File: config.mk
export PLATFORM = sky130hd
export DESIGN_NAME = cpt_fifo
export DESIGN_NICKNAME = d
export VERILOG_FILES = /design/src/rtl/core/cpt_fifo.sv
export SDC_FILE = /design/constraint.sdc
export NUM_CORES = 1
export LEC_CHECK = 0
export BUFFER_PORTS_ARGS = -buffer_cell sky130_fd_sc_hd__buf_2
export CAP_MARGIN = 10
export CORE_ASPECT_RATIO = 1.5
export CORE_MARGIN = 4
export CORE_UTILIZATION = 30
export CTS_CLUSTER_SIZE = 28
export DETAILED_ROUTE_END_ITERATION = 6
export GPL_ROUTABILITY_DRIVEN = 0
export HOLD_SLACK_MARGIN = 0.08
export PLACE_DENSITY = 0.58
export SYNTH_ARGS = -nofsm -noshare
export SYNTH_HDL_FRONTEND = slang
export SYNTH_SLANG_ARGS = --single-unit
File: constraint.sdc
create_clock -name clk -period 2.05 [get_ports clk]
set_input_delay 0.205 -clock clk [delete_from_list [all_inputs] [get_ports clk]]
set_output_delay 0.205 -clock clk [all_outputs]
set_load 0.05 [all_outputs]
File: src/rtl/core/cpt_fifo.sv
// ----------------------------------------------------------------------------
// cpt_fifo
// Small register queue between the front and back pipelines.
// ----------------------------------------------------------------------------
module cpt_fifo #(
	parameter int WIDTH = 8,
	parameter int DEPTH = 4
) (
	input  logic             clk,
	input  logic             arst_n,
	input  logic             push,
	input  logic [WIDTH-1:0] wdata,
	output logic             full,
	input  logic             pop,
	output logic [WIDTH-1:0] rdata,
	output logic             empty
);

	localparam int PTRW = (DEPTH > 1) ? $clog2(DEPTH) : 1;
	localparam int CNTW = $clog2(DEPTH + 1);

	logic [WIDTH-1:0] mem_q [DEPTH];
	logic [PTRW-1:0]  wr_q, rd_q;
	logic [CNTW-1:0]  cnt_q;
	logic             do_push, do_pop;

	assign full    = cnt_q == CNTW'(DEPTH);
	assign empty   = cnt_q == '0;
	assign do_push = push && !full;
	assign do_pop  = pop && !empty;
	assign rdata   = mem_q[rd_q];

	always_ff @(posedge clk) begin
		if (do_push) begin
			mem_q[wr_q] <= wdata;
		end
	end

	always_ff @(posedge clk or negedge arst_n) begin
		if (!arst_n) begin
			wr_q  <= '0;
			rd_q  <= '0;
			cnt_q <= '0;
		end else begin
			if (do_push) begin
				wr_q <= (wr_q == PTRW'(DEPTH - 1)) ? '0 : wr_q + 1'b1;
			end
			if (do_pop) begin
				rd_q <= (rd_q == PTRW'(DEPTH - 1)) ? '0 : rd_q + 1'b1;
			end
			if (do_push && !do_pop) begin
				cnt_q <= cnt_q + 1'b1;
			end else if (do_pop && !do_push) begin
				cnt_q <= cnt_q - 1'b1;
			end
		end
	end

	a_cnt_bound: assert property (@(posedge clk) disable iff (!arst_n)
		cnt_q <= CNTW'(DEPTH))
		else $error("queue count beyond depth");

	a_cnt_inc: assert property (@(posedge clk) disable iff (!arst_n)
		(do_push && !do_pop) |=> cnt_q == $past(cnt_q) + 1'b1)
		else $error("queue count did not advance on push");

	a_last_pop: assert property (@(posedge clk) disable iff (!arst_n)
		(do_pop && !do_push && cnt_q == CNTW'(1)) |=> empty)
		else $error("queue not empty after last pop");

endmodule

* Word level (Yosys, flattened, before mapping)
Memory sizes are Yosys's and may differ from the RTL's.
Cells that the tools add are included.
** Cells by class
- Add/subtract/negate cells :: 4
- Eq/ne operators :: 3
- Muxes and demuxes :: 6
- Reduce and logical (&&, ||, !) cells :: 10
** Operators by type and width (count)
- $mux 3 :: 2
- $add 2x1->2 const B :: 2
- $eq 2x2->1 const B :: 2
- $logic_and 1x1->1 :: 4
- $logic_not 1->1 :: 4
- $mux 2 :: 2
- $add 3x1->3 const B :: 1
- $eq 3x3->1 const B :: 1
- $logic_not 3->1 :: 1
- $sub 3x1->3 const B :: 1
- $mux 1 :: 2
- $reduce_bool 2->1 :: 1
** Word-level totals
- Register bits :: 7
- Memory bits (writable) :: 32
- Input port bits :: 12
- Memories kept :: 1
** Memory list
- mem_q :: depth 4, width 8, rd ports 1, clocked after memory_dff 0, wr ports 1, RTL line 22 : logic [WIDTH-1:0] mem_q [DEPTH];

* Depth between registers and ports, before layout
- Depth after elaboration :: 7
- Mapped depth :: 9
- Depth with buffers taken out :: 8

* Worst setup path before layout
Ideal clock, no wire load.
- Path kind :: reg-to-reg
- From :: reg cnt_q[0]
- To :: reg cnt_q[2]
- Library setup time :: 0.079 ns
- Arrival :: 2.912 ns
- Data required time :: 1.971 ns
- Path slack :: -0.941 ns
- Cell stages (with the launch flop) :: 9
- Path buffers :: 0
- Period minus slack after synthesis :: 2.991 ns
- Path through :: dfrtp_1 nor3_1 nand2b_4 ha_1 inv_1 fa_1 xor2_1 nor2_1 xor2_1
** On the way
- Cells in the longest elaborated chain, start to end :: 6
** Ends and longest elaborated chain
- start: declaration :: RTL line 24 : logic [CNTW-1:0] cnt_q;
- start signal: assignment :: RTL line 52 : cnt_q <= cnt_q + 1'b1;
- start signal: assignment :: RTL line 54 : cnt_q <= cnt_q - 1'b1;
- $logic_not 3->1 * :: RTL line 28 : assign empty = cnt_q == '0;
- via empty :: RTL line 16 : output logic empty
- $logic_not 1->1 * :: RTL line 30 : assign do_pop = pop && !empty;
- $logic_and 1x1->1 * :: RTL line 30
- $logic_not 1->1 :: RTL line 51 : if (do_push && !do_pop) begin
- $logic_and 1x1->1 :: RTL line 51
- $mux 3 / $reduce_bool 2->1 (equally long branches)
Mark *: on every way through the listed nets, which the timed path passes. The rest lies on a longest branch. The select of a mux whose other input is x is not followed.
A chain may end at the register's enable or synchronous reset.

* Worst setup path in the final report
- From :: reg cnt_q[0]
- To :: reg cnt_q[2]
** On the way
- Cells in the longest elaborated chain, start to end :: 6
** Ends and longest elaborated chain
- parallel branches: the longest is 6 deep, another holds $sub 3x1->3
Parallel ways; which one is timed is not known. The select of a mux whose other input is x is not followed.

==> results.sh <==
export IMPL_cp_start_kind="flop"
export IMPL_leakagePower_nw=0.706
export IMPL_start_util=0.311
export IMPL_io_pins=22
export IMPL_grt_total_usage=0.0859
export IMPL_crit_path_end_kind="flop"
export IMPL_ir_drop_uv=712
export IMPL_tns_ns=0
export IMPL_ys_seq_area_frac=0.701
export IMPL_clkLatencyLatePin_ns=0.28
export IMPL_drt_iter0_markers=11
export IMPL_fin_area_mm2=0.00192
export IMPL_clock_fmax_mhz=531
export IMPL_cts_made_buffers=5
export IMPL_synth_top_area_cell="edfxtp_1"
export IMPL_core_mm2=0.00520
export IMPL_whs_ns=0.140
export IMPL_cts_root_buf="clkbuf_8"
export IMPL_grt_max_degree=12
export IMPL_fin_cells=175
export IMPL_clock_skew_ns=0.00498
export IMPL_overflow=0
export IMPL_reg2reg_setup_slack_ns=0.17
export IMPL_grt_pass1_vias=839
export IMPL_slew_headroom=0.704
export IMPL_outcome="completed"
export IMPL_ys_types=19
export IMPL_die_width_um=68.0
export IMPL_die_h_um=98.0
export IMPL_antenna_found_initial=0
export IMPL_placed_area_mm2=0.00182
export IMPL_drive_gt1_frac=0.495
export IMPL_yosysWarnings=0
export IMPL_syn_area_mm2=0.00162
export IMPL_syn_num_nets=98
export IMPL_dieArea_mm2=0.00667
export IMPL_worstSetupPathType="flop to flop"
export IMPL_syn_area_per_cell_um2=20.5
export IMPL_cts_tree="built"
export IMPL_synth_seq_cells=39
export IMPL_dp_hpwl_um=1870
export IMPL_floorplan_rows=32
export IMPL_num_vias=749
export IMPL_yosysTopAreaCellShare=0.593
export IMPL_cts_clk_slew_worst_paths_ns=0.07
export IMPL_htreeDepth=2
export IMPL_netlist_instances=79
export IMPL_dp_cells=166
export IMPL_area_delta_synth_final_pct=18.2
export IMPL_cts_buffer_depth=2
export IMPL_viasPerCell=4.28
export IMPL_tightest_slew_ns=0.445
export IMPL_finalCritPeriodShare=0.919
export IMPL_path_max_fanout=4
export IMPL_synth_area_leaders="edfxtp_1 59%, mux4_2 11%, dfrtp_1 11%, ha_1 4.6%, mux2_2 2.1%"
export IMPL_min_period_ns=1.88
export IMPL_grt_setup_unrepaired="no"
export IMPL_drv_cap=0
export IMPL_worstHoldPathType="primary input to flop"
export IMPL_final_setup_viol_count=0
export IMPL_crit_arrival_ns=2.09
export IMPL_firstDrtPassIters=4
export IMPL_ant_nets=0
export IMPL_powerDensity_mw_per_mm2=1550
export IMPL_io_buffers=21
export IMPL_nets=125
export IMPL_diodes=0
export IMPL_cp_required_ns=2.25
export IMPL_grt_pass1_wl_um=4060
export IMPL_clock_sinks=39
export IMPL_wl_per_cell_um=14.2
export IMPL_drc=0
export IMPL_slew_violations=0
export IMPL_drt_wl_total_um=2480
export IMPL_hold_viol=0
-- layout make-up --
cell class / instances / area, um2
multi-input combinational: 34 / 477
inverter: 3 / 11.3
clock inverter: 1 / 5.00
timing repair buffer: 23 / 123
fill: 516 / 3290
tap: 68 / 85.1
sequential: 39 / 1140
clock buffer: 7 / 76.3
-- synth_stat cells, drive strengths merged --
cell type,number
dfrtp,7
xnor2,1
nor3b,1
nor3,1
ha,6
inv,3
mux4,8
nand2b,1
nor2,3
mux2,5
fa,1
buf,3
xor2,2
nor2b,1
edfxtp,32
and2,4
-- sequential cells by signal, summed over array words and instances (netlist names) --
name   cells
rd_q       2
wr_q       2
cnt_q      3
mem_q     32
-- power breakdown --
group          leakage [nW]  switching (mW)  internal [mW]
Clock                0.0422           0.232          0.238
Combinational         0.290           0.730          0.489
Sequential            0.373           0.207           1.08
-- worst paths after layout --
check	cells after the start	to	start
setup / recovery	8	cnt_q[2]	cnt_q[0]
hold / removal	1	mem_q[0][6]	wdata[6]
setup reg to reg	8	cnt_q[2]	cnt_q[0]
hold reg to reg	1	cnt_q[2]	cnt_q[2]
max in group asynchronous	2	rd_q[0]	arst_n
min in group asynchronous	2	cnt_q[2]	arst_n
-- cell usage in the layout, fill, tap and decap left out --
cell and n:
buf_4 1, nor3b_4 1, mux2_2 3, inv_2 1, clkinv_2 1, clkbuf_8 5
ha_4 1, dlygate4sd3_1 1, nor2b_2 1, dfrtp_2 2, dfrtp_1 5, inv_1 2
nor3_4 1, nand2b_4 1, ha_1 5, fa_1 1, edfxtp_1 32, xnor2_1 1
nor2_1 3, and2_2 4, xor2_1 2, buf_2 21, clkbuf_1 2, mux4_2 8
mux2_4 2
-- cells by family after synthesis --
| group | share of synthesized area |
|---|---|
| and+or+nand+nor | 0.0541 |
| DFF | 0.701 |
| muxes | 0.151 |
| adders and majority gates | 0.0587 |
| xor gates and xnor gates | 0.0162 |
| buffers and inverters | 0.0193 |
-- per-stage QoR --
step / utilization / setup slack (ns) / power [mW]
3_3_place_gp: 0.350 / 0.208 / 2.51
6_report: 0.368 / 0.166 / 2.97
4_1_cts: 0.368 / 0.134 / 3.03
2_1_floorplan: - / -0.146 / 2.28
3_5_place_dp: 0.350 / 0.161 / 2.55
5_1_grt: 0.368 / 0.0499 / 3.16
-- repair_timing --
| action | 4_1_cts | 5_1_grt |
|---|---|---|
| endpoints found under the setup margin | 8 | 0 |
| endpoints found under the hold margin | 7 | 0 |
| gates resized for setup | 1 | 0 |
| buffers inserted | 0 | 0 |
| hold buffers | 1 | 0 |
-- worst max-delay path: stages (launching register included) --
cell	delay [ns]
dfrtp_2	0.47
nor3_4	0.21
nand2b_4	0.18
ha_4	0.14
inv_2	0.03
fa_1	0.36
xor2_1	0.15
nor2_1	0.11
xor2_1	0.15
-- metal layers --
layer | part of all wire | vias up | track usage
met5 | 0 | - | 0
met4 | 0.0097 | 0 | 0.0413
met3 | 0.040 | 2 | 0.0322
met2 | 0.56 | 16 | 0.147
met1 | 0.39 | 378 | 0.0888
li1 | - | 353 | -
(Power assumes the default switching activity.)
